===== src/hw/rtl/char_lcd_parallel_sequencer_core_defines.svh =====
// Assertion macros shared by the sequencer modules.
// Each macro expects clk_i and rst_ni in the scope where it is used.
`ifndef CHAR_LCD_PARALLEL_SEQUENCER_CORE_DEFINES_SVH
`define CHAR_LCD_PARALLEL_SEQUENCER_CORE_DEFINES_SVH
`ifndef SYNTH
`define CLPS_ASSERT(lbl, prop, msg) \
  lbl: assert property (@(posedge clk_i) disable iff (!rst_ni) (prop)) else $error(msg);
`define CLPS_ASSERT_IMP(lbl, ante, cons, msg) \
  lbl: assert property (@(posedge clk_i) disable iff (!rst_ni) (ante) |-> (cons)) \
    else $error(msg);
`define CLPS_ASSERT_NXT(lbl, ante, cons, msg) \
  lbl: assert property (@(posedge clk_i) disable iff (!rst_ni) (ante) |=> (cons)) \
    else $error(msg);
`else
`define CLPS_ASSERT(lbl, prop, msg)
`define CLPS_ASSERT_IMP(lbl, ante, cons, msg)
`define CLPS_ASSERT_NXT(lbl, ante, cons, msg)
`endif
`endif


===== src/hw/rtl/clps_pkg.sv =====
`default_nettype none
package clps_pkg;

  // Default width of the microsecond wait counter.
  localparam int unsigned WAIT_BITS_DEF = 16;
  localparam int unsigned CFG_W = 16;
  localparam int unsigned CFG_IDX_W = 2;
  localparam int unsigned QUEUE_DEPTH = 2;

  // Register reset values.
  localparam logic [CFG_W-1:0] POWER_UP_WAIT_RST = 16'd30000;
  localparam logic [CFG_W-1:0] SETTLE_WAIT_RST = 16'd90;
  localparam logic [CFG_W-1:0] LONG_WAIT_RST = 16'd4000;

  // Fixed gaps of the power-up sequence, in microseconds.
  localparam int unsigned GAP_A_US = 7 * 1000;
  localparam int unsigned GAP_B_US = 2 * 1000;

  // Instruction bytes and opcode bases.
  localparam logic [7:0] BYTE_WAKE = 8'h30;
  localparam logic [7:0] BYTE_FUNC_INIT = 8'h38;
  localparam logic [7:0] BYTE_DISP_OFF = 8'h08;
  localparam logic [7:0] BYTE_CLEAR = 8'h01;
  localparam logic [7:0] BYTE_HOME = 8'h02;
  localparam logic [7:0] BYTE_ENTRY_INIT = 8'h06;
  localparam logic [7:0] BASE_ENTRY = 8'h04;
  localparam logic [7:0] BASE_DISPLAY = 8'h08;
  localparam logic [7:0] BASE_SHIFT = 8'h10;
  localparam logic [7:0] BASE_FUNC = 8'h20;
  localparam logic [7:0] BASE_CGRAM = 8'h40;
  localparam logic [7:0] BASE_DDRAM = 8'h80;

  // Positions in the power-up sequence.
  localparam logic [3:0] STEP_POWER_UP = 4'd0;
  localparam logic [3:0] STEP_WAKE_1 = 4'd1;
  localparam logic [3:0] STEP_GAP_A = 4'd2;
  localparam logic [3:0] STEP_WAKE_2 = 4'd3;
  localparam logic [3:0] STEP_GAP_B = 4'd4;
  localparam logic [3:0] STEP_WAKE_3 = 4'd5;
  localparam logic [3:0] STEP_FUNC = 4'd6;
  localparam logic [3:0] STEP_DISP_OFF = 4'd7;
  localparam logic [3:0] STEP_CLEAR = 4'd8;
  localparam logic [3:0] STEP_ENTRY = 4'd9;

  typedef enum logic [3:0] {
    CMD_INIT     = 4'd0,
    CMD_CLEAR    = 4'd1,
    CMD_HOME     = 4'd2,
    CMD_ENTRY    = 4'd3,
    CMD_DISPLAY  = 4'd4,
    CMD_SHIFT    = 4'd5,
    CMD_FUNCTION = 4'd6,
    CMD_CGRAM    = 4'd7,
    CMD_DDRAM    = 4'd8,
    CMD_DATA     = 4'd9
  } cmd_e;

  typedef enum logic [CFG_IDX_W-1:0] {
    CFG_POWER_UP = 2'd0,
    CFG_SETTLE   = 2'd1,
    CFG_LONG     = 2'd2
  } cfg_idx_e;

  typedef enum logic [2:0] {
    PH_IDLE   = 3'd0,
    PH_PULSE  = 3'd1,
    PH_SETTLE = 3'd2,
    PH_LONG   = 3'd3,
    PH_GAP    = 3'd4
  } phase_e;

  typedef enum logic [1:0] {
    INIT_NONE = 2'd0,
    INIT_RUN  = 2'd1,
    INIT_DONE = 2'd2
  } init_e;

  typedef enum logic [1:0] {
    KIND_TICK  = 2'd0,
    KIND_INIT  = 2'd1,
    KIND_WRITE = 2'd2,
    KIND_BAD   = 2'd3
  } kind_e;

  typedef struct packed {
    logic       mode;
    logic [3:0] command;
    logic       flag_a;
    logic       flag_b;
    logic       flag_c;
    logic [7:0] value;
  } in_item_t;

  typedef struct packed {
    logic       reg_select;
    logic       read_write;
    logic       enable;
    logic [7:0] bus_data;
    logic       busy_res;
    logic       rejected;
    logic       ready_res;
  } out_item_t;

  // Classified item as it travels from the front to the back.
  typedef struct packed {
    kind_e      kind;
    logic [7:0] wr_byte;
    logic       wr_select;
    logic       wr_long;
  } entry_t;

endpackage
`default_nettype wire


===== src/hw/rtl/clps_front.sv =====
`default_nettype none
`include "char_lcd_parallel_sequencer_core_defines.svh"
module clps_front (
  input  wire logic                clk_i,
  input  wire logic                rst_ni,
  input  wire logic                in_valid_i,
  input  wire clps_pkg::in_item_t  in_item_i,
  input  wire logic                q_full_i,
  output logic                     in_stall_o,
  output logic                     push_o,
  output clps_pkg::entry_t         entry_o
);

  // Stall while the queue has no free slot.
  assign in_stall_o = q_full_i;
  assign push_o = in_valid_i && !q_full_i;

  // Classify each item and turn a request into the byte, select and long-wait flag it will write.
  always_comb begin
    entry_o.kind = clps_pkg::KIND_TICK;
    entry_o.wr_byte = 8'h00;
    entry_o.wr_select = 1'b0;
    entry_o.wr_long = 1'b0;
    if (in_item_i.mode) begin
      entry_o.kind = clps_pkg::KIND_WRITE;
      unique case (clps_pkg::cmd_e'(in_item_i.command))
        clps_pkg::CMD_INIT: begin
          entry_o.kind = clps_pkg::KIND_INIT;
        end
        clps_pkg::CMD_CLEAR: begin
          entry_o.wr_byte = clps_pkg::BYTE_CLEAR;
          entry_o.wr_long = 1'b1;
        end
        clps_pkg::CMD_HOME: begin
          entry_o.wr_byte = clps_pkg::BYTE_HOME;
          entry_o.wr_long = 1'b1;
        end
        clps_pkg::CMD_ENTRY: begin
          entry_o.wr_byte = clps_pkg::BASE_ENTRY | {6'b0, in_item_i.flag_a, 1'b0};
        end
        clps_pkg::CMD_DISPLAY: begin
          entry_o.wr_byte = clps_pkg::BASE_DISPLAY |
              {5'b0, in_item_i.flag_a, in_item_i.flag_b, in_item_i.flag_c};
        end
        clps_pkg::CMD_SHIFT: begin
          entry_o.wr_byte = clps_pkg::BASE_SHIFT |
              {4'b0, in_item_i.flag_a, in_item_i.flag_b, 2'b0};
        end
        clps_pkg::CMD_FUNCTION: begin
          entry_o.wr_byte = clps_pkg::BASE_FUNC |
              {3'b0, in_item_i.flag_a, in_item_i.flag_b, in_item_i.flag_c, 2'b0};
        end
        clps_pkg::CMD_CGRAM: begin
          entry_o.wr_byte = clps_pkg::BASE_CGRAM | {2'b0, in_item_i.value[5:0]};
        end
        clps_pkg::CMD_DDRAM: begin
          entry_o.wr_byte = clps_pkg::BASE_DDRAM | {1'b0, in_item_i.value[6:0]};
        end
        clps_pkg::CMD_DATA: begin
          entry_o.wr_byte = in_item_i.value;
          entry_o.wr_select = 1'b1;
        end
        default: begin
          entry_o.kind = clps_pkg::KIND_BAD;
        end
      endcase
    end
  end

  // The front holds no state of its own; clock and reset are kept for the checks.
  `CLPS_ASSERT_IMP(a_front_no_push_full, q_full_i, !push_o,
                   "front pushed into a full queue")

endmodule
`default_nettype wire


===== src/hw/rtl/clps_queue.sv =====
`default_nettype none
`include "char_lcd_parallel_sequencer_core_defines.svh"
module clps_queue (
  input  wire logic              clk_i,
  input  wire logic              rst_ni,
  input  wire logic              push_i,
  input  wire clps_pkg::entry_t  entry_i,
  output logic                   full_o,
  input  wire logic              pop_i,
  output logic                   valid_o,
  output clps_pkg::entry_t       entry_o
);

  localparam int unsigned DEPTH = clps_pkg::QUEUE_DEPTH;
  localparam int unsigned PTR_W = (DEPTH > 1) ? $clog2(DEPTH) : 1;
  localparam int unsigned CNT_W = $clog2(DEPTH + 1);
  localparam logic [PTR_W-1:0] LAST = PTR_W'(DEPTH - 1);
  localparam logic [CNT_W-1:0] FULL_CNT = CNT_W'(DEPTH);

  clps_pkg::entry_t slot_q [DEPTH];
  logic [PTR_W-1:0] wr_ptr_q, wr_ptr_d;
  logic [PTR_W-1:0] rd_ptr_q, rd_ptr_d;
  logic [CNT_W-1:0] count_q, count_d;

  assign full_o = (count_q == FULL_CNT);
  assign valid_o = (count_q != '0);
  assign entry_o = slot_q[rd_ptr_q];

  // Pointer and fill count update.
  always_comb begin
    wr_ptr_d = wr_ptr_q;
    rd_ptr_d = rd_ptr_q;
    count_d = count_q;
    if (push_i) begin
      wr_ptr_d = (wr_ptr_q == LAST) ? '0 : wr_ptr_q + 1'b1;
    end
    if (pop_i) begin
      rd_ptr_d = (rd_ptr_q == LAST) ? '0 : rd_ptr_q + 1'b1;
    end
    if (push_i && !pop_i) begin
      count_d = count_q + 1'b1;
    end else if (pop_i && !push_i) begin
      count_d = count_q - 1'b1;
    end
  end

  always_ff @(posedge clk_i or negedge rst_ni) begin
    if (!rst_ni) begin
      wr_ptr_q <= '0;
      rd_ptr_q <= '0;
      count_q <= '0;
    end else begin
      wr_ptr_q <= wr_ptr_d;
      rd_ptr_q <= rd_ptr_d;
      count_q <= count_d;
    end
  end

  // Entry storage.
  always_ff @(posedge clk_i) begin
    if (push_i) begin
      slot_q[wr_ptr_q] <= entry_i;
    end
  end

  `CLPS_ASSERT(a_queue_count_range, count_q <= FULL_CNT, "queue count above depth")
  `CLPS_ASSERT_IMP(a_queue_pop_nonempty, pop_i, count_q != '0, "pop from an empty queue")

endmodule
`default_nettype wire


===== src/hw/rtl/clps_back.sv =====
`default_nettype none
`include "char_lcd_parallel_sequencer_core_defines.svh"
module clps_back #(
  parameter int unsigned WAIT_BITS = clps_pkg::WAIT_BITS_DEF
) (
  input  wire logic                          clk_i,
  input  wire logic                          rst_ni,
  input  wire logic                          cfg_we_i,
  input  wire logic [clps_pkg::CFG_IDX_W-1:0] cfg_idx_i,
  input  wire logic [clps_pkg::CFG_W-1:0]     cfg_data_i,
  input  wire logic                          q_valid_i,
  input  wire clps_pkg::entry_t              q_entry_i,
  output logic                               q_pop_o,
  output logic                               out_valid_o,
  input  wire logic                          out_stall_i,
  output clps_pkg::out_item_t                out_item_o
);

  localparam int unsigned CFG_W = clps_pkg::CFG_W;

  // Fit a 16-bit register value into the wait counter.
  function automatic logic [WAIT_BITS-1:0] to_wait(input logic [CFG_W-1:0] v);
    logic [CFG_W+WAIT_BITS-1:0] ext;
    ext = {{WAIT_BITS{1'b0}}, v};
    return ext[WAIT_BITS-1:0];
  endfunction

  logic [CFG_W-1:0] power_up_q, settle_q, long_q;

  clps_pkg::phase_e   phase_q, phase_d;
  clps_pkg::init_e    init_q, init_d;
  logic [3:0]         step_q, step_d;
  logic [WAIT_BITS-1:0] wait_q, wait_d;
  logic [7:0]         byte_q, byte_d;
  logic               sel_q, sel_d;
  logic               long_flag_q, long_flag_d;
  logic               rej_d;

  logic                out_valid_q, out_valid_d;
  clps_pkg::out_item_t out_q, res_d;

  // Take the next queued item whenever the output register is free or drains.
  assign q_pop_o = q_valid_i && (!out_valid_q || !out_stall_i);
  assign out_valid_d = q_pop_o || (out_valid_q && out_stall_i);
  assign out_valid_o = out_valid_q;
  assign out_item_o = out_q;

  // Configuration registers.
  always_ff @(posedge clk_i or negedge rst_ni) begin
    if (!rst_ni) begin
      power_up_q <= clps_pkg::POWER_UP_WAIT_RST;
      settle_q <= clps_pkg::SETTLE_WAIT_RST;
      long_q <= clps_pkg::LONG_WAIT_RST;
    end else if (cfg_we_i) begin
      unique case (clps_pkg::cfg_idx_e'(cfg_idx_i))
        clps_pkg::CFG_POWER_UP: power_up_q <= cfg_data_i;
        clps_pkg::CFG_SETTLE:   settle_q <= cfg_data_i;
        clps_pkg::CFG_LONG:     long_q <= cfg_data_i;
        default: ;
      endcase
    end
  end

  // Next state of the sequencer for the item being taken.
  always_comb begin
    logic       enter;
    logic [3:0] enter_step;
    enter = 1'b0;
    enter_step = step_q;
    phase_d = phase_q;
    init_d = init_q;
    step_d = step_q;
    wait_d = wait_q;
    byte_d = byte_q;
    sel_d = sel_q;
    long_flag_d = long_flag_q;
    rej_d = 1'b0;

    if (q_pop_o) begin
      if (q_entry_i.kind == clps_pkg::KIND_TICK) begin
        if (phase_q == clps_pkg::PH_PULSE) begin
          phase_d = clps_pkg::PH_SETTLE;
          wait_d = to_wait(settle_q);
        end else if (phase_q != clps_pkg::PH_IDLE) begin
          if (wait_q > WAIT_BITS'(1)) begin
            wait_d = wait_q - 1'b1;
          end else begin
            wait_d = '0;
            if (phase_q == clps_pkg::PH_SETTLE && long_flag_q) begin
              phase_d = clps_pkg::PH_LONG;
              wait_d = to_wait(long_q);
            end else if (init_q == clps_pkg::INIT_RUN) begin
              step_d = step_q + 1'b1;
              enter = 1'b1;
              enter_step = step_q + 1'b1;
            end else begin
              phase_d = clps_pkg::PH_IDLE;
            end
          end
        end
      end else if (phase_q != clps_pkg::PH_IDLE ||
                   q_entry_i.kind == clps_pkg::KIND_BAD) begin
        rej_d = 1'b1;
      end else if (q_entry_i.kind == clps_pkg::KIND_INIT) begin
        if (init_q != clps_pkg::INIT_NONE) begin
          rej_d = 1'b1;
        end else begin
          init_d = clps_pkg::INIT_RUN;
          step_d = clps_pkg::STEP_POWER_UP;
          enter = 1'b1;
          enter_step = clps_pkg::STEP_POWER_UP;
        end
      end else begin
        byte_d = q_entry_i.wr_byte;
        sel_d = q_entry_i.wr_select;
        long_flag_d = q_entry_i.wr_long;
        phase_d = clps_pkg::PH_PULSE;
      end
    end

    // Start one position of the power-up sequence.
    if (enter) begin
      unique case (enter_step) inside
        clps_pkg::STEP_POWER_UP: begin
          phase_d = clps_pkg::PH_GAP;
          wait_d = to_wait(power_up_q);
        end
        clps_pkg::STEP_WAKE_1, clps_pkg::STEP_WAKE_2, clps_pkg::STEP_WAKE_3: begin
          phase_d = clps_pkg::PH_PULSE;
          byte_d = clps_pkg::BYTE_WAKE;
          sel_d = 1'b0;
          long_flag_d = 1'b0;
        end
        clps_pkg::STEP_GAP_A: begin
          phase_d = clps_pkg::PH_GAP;
          wait_d = WAIT_BITS'(clps_pkg::GAP_A_US);
        end
        clps_pkg::STEP_GAP_B: begin
          phase_d = clps_pkg::PH_GAP;
          wait_d = WAIT_BITS'(clps_pkg::GAP_B_US);
        end
        clps_pkg::STEP_FUNC: begin
          phase_d = clps_pkg::PH_PULSE;
          byte_d = clps_pkg::BYTE_FUNC_INIT;
          sel_d = 1'b0;
          long_flag_d = 1'b0;
        end
        clps_pkg::STEP_DISP_OFF: begin
          phase_d = clps_pkg::PH_PULSE;
          byte_d = clps_pkg::BYTE_DISP_OFF;
          sel_d = 1'b0;
          long_flag_d = 1'b0;
        end
        clps_pkg::STEP_CLEAR: begin
          phase_d = clps_pkg::PH_PULSE;
          byte_d = clps_pkg::BYTE_CLEAR;
          sel_d = 1'b0;
          long_flag_d = 1'b1;
        end
        clps_pkg::STEP_ENTRY: begin
          phase_d = clps_pkg::PH_PULSE;
          byte_d = clps_pkg::BYTE_ENTRY_INIT;
          sel_d = 1'b0;
          long_flag_d = 1'b0;
        end
        default: begin
          init_d = clps_pkg::INIT_DONE;
          phase_d = clps_pkg::PH_IDLE;
        end
      endcase
    end
  end

  // Pin levels and status that follow from the new state.
  always_comb begin
    logic pulse;
    pulse = (phase_d == clps_pkg::PH_PULSE);
    res_d.reg_select = pulse && sel_d;
    res_d.read_write = 1'b0;
    res_d.enable = pulse;
    res_d.bus_data = pulse ? byte_d : 8'h00;
    res_d.busy_res = (phase_d != clps_pkg::PH_IDLE);
    res_d.rejected = rej_d;
    res_d.ready_res = (init_d == clps_pkg::INIT_DONE);
  end

  // Sequencer state.
  always_ff @(posedge clk_i or negedge rst_ni) begin
    if (!rst_ni) begin
      phase_q <= clps_pkg::PH_IDLE;
      init_q <= clps_pkg::INIT_NONE;
      step_q <= '0;
      wait_q <= '0;
      byte_q <= '0;
      sel_q <= 1'b0;
      long_flag_q <= 1'b0;
      out_valid_q <= 1'b0;
    end else begin
      phase_q <= phase_d;
      init_q <= init_d;
      step_q <= step_d;
      wait_q <= wait_d;
      byte_q <= byte_d;
      sel_q <= sel_d;
      long_flag_q <= long_flag_d;
      out_valid_q <= out_valid_d;
    end
  end

  // Output register.
  always_ff @(posedge clk_i) begin
    if (q_pop_o) begin
      out_q <= res_d;
    end
  end

  `CLPS_ASSERT_IMP(a_back_pulse_busy, out_valid_q && out_q.enable, out_q.busy_res,
                   "enable pulse shown while not busy")
  `CLPS_ASSERT_NXT(a_back_ready_sticks, init_q == clps_pkg::INIT_DONE,
                   init_q == clps_pkg::INIT_DONE, "power-up completion was lost")
  `CLPS_ASSERT_IMP(a_back_wait_phase, wait_q != '0,
                   phase_q == clps_pkg::PH_SETTLE || phase_q == clps_pkg::PH_LONG ||
                   phase_q == clps_pkg::PH_GAP,
                   "wait count left over outside a waiting phase")

endmodule
`default_nettype wire


===== src/hw/rtl/char_lcd_parallel_sequencer_core.sv =====
// Character LCD sequencer for an HD44780-style display on an 8-bit bus.
// Input channel (in_valid_i / in_stall_o / in_item_i): each item is either a
// one-microsecond tick (mode 0) or a command request (mode 1). Output channel
// (out_valid_o / out_stall_i / out_item_o): exactly one result item per input
// item, in order, giving the RS, RW, E and D7..D0 pin levels after that item,
// plus busy, rejected and ready status.
// Configuration (cfg_we_i / cfg_idx_i / cfg_data_i): index 0 power-up wait,
// 1 settle wait, 2 long wait, all in microseconds; write only while idle.
// A result passes through the classify queue and then the output register; an
// item enters the queue when accepted, and a receiver stall can hold it there.
// Throughput: one item per cycle while the receiver does not stall; every item is
// a single state update of the sequencer, so the two-entry queue never limits the rate.
// When the receiver stalls, the result holds in the output register and the
// queue fills; in_stall_o rises once both queue entries are taken.
// Reset returns the sequencer to idle, not initialized, with the register
// defaults of 30000, 90 and 4000 microseconds, and empties the queue.
`default_nettype none
module char_lcd_parallel_sequencer_core #(
  parameter int unsigned WAIT_BITS = clps_pkg::WAIT_BITS_DEF
) (
  input  wire logic                           clk_i,
  input  wire logic                           rst_ni,
  input  wire logic                           cfg_we_i,
  input  wire logic [clps_pkg::CFG_IDX_W-1:0] cfg_idx_i,
  input  wire logic [clps_pkg::CFG_W-1:0]     cfg_data_i,
  input  wire logic                           in_valid_i,
  output logic                                in_stall_o,
  input  wire clps_pkg::in_item_t             in_item_i,
  output logic                                out_valid_o,
  input  wire logic                           out_stall_i,
  output clps_pkg::out_item_t                 out_item_o
);

  logic             push;
  logic             q_full;
  logic             q_valid;
  logic             q_pop;
  clps_pkg::entry_t front_entry;
  clps_pkg::entry_t q_entry;

  // Classify incoming items.
  clps_front u_front (
    .clk_i      (clk_i),
    .rst_ni     (rst_ni),
    .in_valid_i (in_valid_i),
    .in_item_i  (in_item_i),
    .q_full_i   (q_full),
    .in_stall_o (in_stall_o),
    .push_o     (push),
    .entry_o    (front_entry)
  );

  // Short queue between classification and execution.
  clps_queue u_queue (
    .clk_i   (clk_i),
    .rst_ni  (rst_ni),
    .push_i  (push),
    .entry_i (front_entry),
    .full_o  (q_full),
    .pop_i   (q_pop),
    .valid_o (q_valid),
    .entry_o (q_entry)
  );

  // Sequencer and output register.
  clps_back #(
    .WAIT_BITS (WAIT_BITS)
  ) u_back (
    .clk_i       (clk_i),
    .rst_ni      (rst_ni),
    .cfg_we_i    (cfg_we_i),
    .cfg_idx_i   (cfg_idx_i),
    .cfg_data_i  (cfg_data_i),
    .q_valid_i   (q_valid),
    .q_entry_i   (q_entry),
    .q_pop_o     (q_pop),
    .out_valid_o (out_valid_o),
    .out_stall_i (out_stall_i),
    .out_item_o  (out_item_o)
  );

endmodule
`default_nettype wire


===== config.mk =====
export PLATFORM = sky130hd
export DESIGN_NAME = char_lcd_parallel_sequencer_core
export DESIGN_NICKNAME = d
export VERILOG_FILES = /design/src/hw/rtl/clps_pkg.sv /design/src/hw/rtl/clps_front.sv /design/src/hw/rtl/clps_queue.sv /design/src/hw/rtl/clps_back.sv /design/src/hw/rtl/char_lcd_parallel_sequencer_core.sv
export VERILOG_INCLUDE_DIRS = /design/src /design/src/hw/rtl
export SDC_FILE = /design/constraint.sdc
export NUM_CORES = 1
export LEC_CHECK = 0
export BUFFER_PORTS_ARGS = -buffer_cell sky130_fd_sc_hd__buf_2
export CORE_ASPECT_RATIO = 1.75
export CORE_MARGIN = 3
export CORE_UTILIZATION = 60
export CTS_CLUSTER_DIAMETER = 120
export DETAILED_ROUTE_END_ITERATION = 7
export PLACE_DENSITY_LB_ADDON = 0.08
export REMOVE_ABC_BUFFERS = 1
export SYNTH_ARGS = -nofsm -noshare
export SYNTH_HDL_FRONTEND = slang
export SYNTH_SLANG_ARGS = --single-unit

===== constraint.sdc =====
create_clock -name clk_i -period 3.9 [get_ports clk_i]
set_clock_uncertainty 0.05 [all_clocks]
set_input_delay 0.195 -clock clk_i [delete_from_list [all_inputs] [get_ports clk_i]]
set_output_delay 0.195 -clock clk_i [all_outputs]
set_load 0.01 [all_outputs]

# Word-level counts from Yosys, hierarchy flattened
# Memory sizes are Yosys's and may differ from the RTL's.
# Cells that the tools add are included.
word_totals:
  register_bits: 101
  ramBits: 24
  input_bits: 39
  output_inout_bits: 16
  elab_cells: 168
  n_memories: 1
memory_table:
  columns: ["memory", "words", "width", "rd", "rd_ports_with_merged_regs", "wr", "line_no", "source"]
  rows:
  - ["u_queue.slot_q", 2, 12, 1, 0, 1, "clps_queue.sv:20", "clps_pkg::entry_t slot_q [DEPTH];"]
op_classes:
  n_addsub: 6
  order_cmp: 1
  n_eq_ne: 28
  muxes: 78
  reduce_logical: 34
op_table:
  columns: ["cell", "n"]
  rows:
  - ["$mux 16", 7]
  - ["$pmux 8 s9", 1]
  - ["$pmux 16 s3", 1]
  - ["$mux 4", 10]
  - ["$mux 8", 5]
  - ["$pmux 8 s5", 1]
  - ["$eq 4x3->1 const B", 8]
  - ["$mux 1", 30]
  - ["$mux 3", 10]
  - ["$mux 2", 9]
  - ["$eq 4x2->1 const B", 4]
  - ["$eq 4x4->1 const B", 4]
  - ["$gt 16x1->1 const B", 1]
  - ["$sub 16x1->16 const B", 1]
  - ["$mux 12", 1]
  - ["$reduce_or 10->1", 1]
  - ["$reduce_or 9->1", 1]
  - ["$eq 2x2->1 const B", 4]
  - ["$eq 4x1->1 const B", 2]
  - ["$logic_not 4->1", 2]
  - ["$logic_and 1x1->1", 7]
  - ["$reduce_or 7->1", 1]
  - ["$eq 2x1->1 const B", 3]
  - ["$eq 3x1->1 const B", 2]
  - ["other kinds (17)", 31]

# Longest topological paths before layout
logic_depth:
  ltp_word: 14
  mapped_depth: 13
  depth_no_buf: 10

# By module
# A second synthesis with hierarchy kept.
unflattened:
  hier_cells: 574
  area_unflattened_um2: 6459.9
by_module_without_submodules:
  columns: ["module", "instances", "cells_per_inst", "area_per_inst_um2", "seq_area_each_um2"]
  rows:
  - ["clps_back", 1, 467, 4958.5, 2513.7]
  - ["clps_queue", 1, 53, 1089.8, 820.8]
  - ["clps_front", 1, 54, 411.6, 0.0]

# Worst setup path before layout
# OpenSTA, ideal clock, no wires.
synth_path:
  path_kind: "flip-flop to flip-flop"
  start: "register u_back.out_valid_q, in the netlist u_back.out_valid_o"
  end: "register u_back.out_q (netlist bit u_back.out_item_o[10]) (data pin)"
  setup_time_ns: 0.265
  t_arrival_ns: 2.656
  required_time_ns: 3.585
  slack_ns: 0.929
  stages_incl_launch_ff: 11
  n_path_buf: 0
  synth_period_minus_slack_ns: 2.971
  path_cell_list: "dfrtp_1 o2bb2ai_4 inv_2 o21ai_2 nor4_4 mux2i_2 inv_2 a2111oi_4 nor3_4 nand3b_4 nor3_2"
synth_via:
  elab_chain_cells: 9
  word_cells_on_any_way: 25
  cone_classes: "eq/ne: 10; mux: 8; reduce/logical: 7"
synth_rtl:
  columns: ["element", "line_no", "source"]
  rows:
  - ["start: declaration", "clps_back.sv:39", "logic out_valid_q, out_valid_d;"]
  - ["start signal: assignment", "clps_back.sv:206", "out_valid_q <= out_valid_d;"]
  - ["$logic_not 1->1 (*)", "clps_back.sv:43", "assign q_pop_o = q_valid_i && (!out_valid_q || !out_stall_i);"]
  - ["$logic_or 1x1->1 (*)", "clps_back.sv:43", null]
  - ["$logic_and 1x1->1 (*)", "clps_back.sv:43", null]
  - ["via q_pop", "char_lcd_parallel_sequencer_core.sv:37", "logic q_pop;"]
  - ["$mux 4", null, null]
  - ["$eq 4x4->1 (no source line), or another cell as far along", null, null]
  - ["$reduce_or 7->1 (no source line) or $reduce_or 3->1 (tied branches)", null, null]
  - ["$pmux 3 s2", "clps_back.sv:123", "unique case (enter_step) inside"]
  - ["$mux 3", "clps_back.sv:122", "if (enter) begin"]
  - ["$eq 3x1->1", "clps_back.sv:177", "pulse = (phase_d == clps_pkg::PH_PULSE);"]
  - ["end signal: assignment", "clps_back.sv:213", "out_q <= res_d;"]
  - ["end: declaration", "clps_back.sv:40", "clps_pkg::out_item_t out_q, res_d;"]
# The timed path passes the listed nets; every way through them passes the cells marked *.
# A chain may end at the register's enable or synchronous reset.

==> impl_metrics.toml <==
[outcome]
status = "complete, no violations"

[finish]
fin_nets = 729
fillers = 795
areaGrowthSynthToFinish_pct = 15.88
drive_gt1_share_pct = 29.76
stdcell_count = 829
antenna_cells = 0
multi_input_area_um2 = 3144
seqCellArea_um2 = 3334

[pwr]
peakVddDrop_v = 0.0005474
p_leak_nw = 3.121
p_sw_mw = 2.022
clock_power_share_pct = 25.7
p_comb_share_pct = 35.3
pwr-share-seq_pct = 38.9
power_density_nw_per_um2 = 693.7
p_int_mw = 3.342
switching_share_pct = 37.70

[floorplan]
core_um2 = 10760
pin_count = 55
initial_core_util_pct = 62.02
die_h_um = 145.5
die_w_um = 85.73
rows = 50
dieArea_um2 = 12470

[synthesis]
yosys.area_share.simple_pct = 16.37
synth-seq-cells = 125
ys_warn_count = 0
async_reset_ff_share_pct = 70.40
synth_flop_cell = "dfrtp_1"
synth_top_area_share_pct = 26.62
avgSynthCellArea_um2 = 10.82
yosysUniqueCellTypes = 82
synth_compound_area_share_pct = 17.72
ys_seq_area_share_pct = 49.96
synthCells = 617
synthTopCellsByCount = "dfrtp_1 (71), nor2_1 (56), mux2_2 (48)"
synth_edf_count = 37
synth.mux.area_fraction_pct = 10.48
synth.area.top_cells = "dfrtp_1 (27%), edfxtp_1 (17%), mux2_2 (8.1%), dfstp_2 (6.7%), nor2_1 (3.1%)"
synth_top_family_by_area = "compound AO/OA/AOI/OAI gates"
yosysTopAreaCell = "dfrtp_1"
synth_area_um2 = 6674
yosysMostFrequentCell = "dfrtp_1"
synthAdderAreaFrac_pct = 0.7499
synthXorXnorAreaFrac_pct = 1.575

[sta]
setup_tns_ns = 0
drv_slew = 0
rsz0062_at_grt = "false"
fin_crit_ns = 3.236
worstMarginPinSlew_ns = 1.089
final_hold_viol_count = 0
max_freq_mhz = 309.0
max_slew_margin_pct = 27.12
setup_violations = 0
fin_crit_sh_pct = 82.98

[clocking]
htree_levels = 4
clockRootBuffer = "clkbuf_16"
worstSkewPairLatency_ns = 0.40
postCtsSetupRepairBufs = 0
cts_tree = "done"
cts_buffers = 17
cts.path.max_buffers = 2
cts_resized = 0
clock-sinks = 125
clkTransAtPathRegs_ns = 0.06

[grt]
first_global_vias = 5522
grt_usage_pct = 28.35
busiest_layer = "met2"
use_met2_pct = 53.04
gr-total-overflow = 0
use_met1_pct = 28.11
grt_pass1_wl_mm = 27.46
antenna_found_initial = 0
grt.met3_usage_pct = 4.929
grt_max_degree = 53

[setup_path]
critPathMaxFanout = 19
cp.required_ns = 3.99
path_class = "flop to flop"
cp.arrival_ns = 3.33
cp-end-kind = "flop"
start_kind = "flop"

[place]
dp_hpwl_mm = 12.48
gp_congestion = 0.9469
portBuffers = 53
placedCellCount = 783

[detailed_routing]
vias = 5239
ant_nets = 0
vias_per_cell = 6.320
drt_iter0_drc = 317
first_pass_iters = 5
drc_errors = 0
wl_per_cell_um = 20.44
drt-total-wl_mm = 16.95

[flow_run]
drv_cap = 0

[hold_path]
hp-class = "input port to flop"
==> metrics by stage <==
step / util [%] / cell area [um2] / power [mW] / setup slack (ns) / hold WS (ns)
2_1_floorplan: - / 6528 / 3.321 / 0.2986 / -0.1506
3_3_place_gp: 65.67 / 7067 / 3.896 / 0.7853 / 0.2018
3_5_place_dp: 65.67 / 7067 / 3.964 / 0.6501 / 0.2145
4_1_cts: 71.87 / 7734 / 5.372 / 0.6396 / 0.00008346
5_1_grt: 71.87 / 7734 / 5.665 / 0.4749 / 0.003017
6_report: 71.87 / 7734 / 5.365 / 0.6639 / 0.008288
==> cell families (layout without fill, tap and decap cells) <==
kind of cell	count (synthesis)	in the layout
flops	125	125
other cells	1	1
simple gates	196	196
xor+xnor	12	12
buf+inv	46	128
mux	63	63
compound gates	170	170
fa+ha+maj	4	4
==> what timing repair did <==
action	in CTS	in global routing
hold buffers	14	0
endpoints found under the hold margin	69	0
endpoints found under the setup margin	0	0
==> power by group through the flow <==
stage | sequential (mW) | combinational [mW] | clock, mW
detailed placement | 2.10 | 1.86 | 0
global placement | 2.08 | 1.81 | 0
CTS | 2.08 | 1.89 | 1.40
floorplan | 2.08 | 1.24 | 0
finish | 2.09 | 1.90 | 1.38
global route | 2.13 | 2.07 | 1.46
==> critical path, stage by stage (launching register included) <==
cell       delay, ns
dfrtp_1         0.47
o2bb2ai_4       0.16
inv_2           0.34
o21ai_2         0.16
nor4_4          0.38
mux2i_2         0.38
inv_2           0.20
a2111oi_4       0.47
nor3_4          0.09
nand3b_4        0.19
nor3_2          0.08
==> layout by cell type, fill, tap and decap left out, types with 10 or more instances in the layout <==
master         netlist  routed
a21oi_1             39      39
buf_2                6      52
buf_4                3      14
clkbuf_16            0      17
dfrtp_1             71      71
dfstp_2             17      17
dlygate4sd3_1        0      14
edfxtp_1            37      37
inv_1               10      10
mux2_2              48      48
mux2i_1             13      13
nand2_1             47      47
nor2_1              56      56
nor3_1              11      11
o21ai_0             38      38
==> layer usage <==
metal  share of wire [%]  vias to the layer above
li1                    -                     2438
met1                  34                     2515
met2                  56                      209
met3                 4.2                       77
met4                 5.7                        0
met5                   0                        -
==> final timing paths <==
| check | startpoint | endpoint | slack, ns | cells after the start |
|---|---|---|---|---|
| worst max-delay path | u_queue.count_q[0] | u_back.out_item_o[13] | 0.66 | 10 |
| worst min-delay path | cfg_data_i[10] | u_back.power_up_q[10] | 0.008 | 2 |
| worst max register to register | u_queue.count_q[0] | u_back.out_item_o[13] | 0.66 | 10 |
| worst min register to register | u_queue.wr_ptr_q | u_queue.wr_ptr_q | 0.44 | 1 |
| max in group asynchronous | rst_ni | u_back.settle_q[3] | 2.54 | 3 |
| min in group asynchronous | rst_ni | u_back.long_q[0] | 0.31 | 2 |
==> registers in the layout (all words and copies together) (netlist names), 4 cells and up <==
name and cells:
u_back.byte_q 8, u_back.long_q 16, u_back.out_item_o 13, u_back.power_up_q 16
u_back.settle_q 16, u_back.step_q 4, u_back.wait_q 16, u_queue.slot_q 24
==> final cells by class <==
cell class,count,share of cell area (%)
clock buffers,17,5.501
clock inverters,15,1.310
flip-flops and latches,125,43.12
multi-input cells,446,40.66
well taps,130,2.103
inverters,16,0.7766
repair buffers,80,6.536
Power figures use the tool's default switching activity.
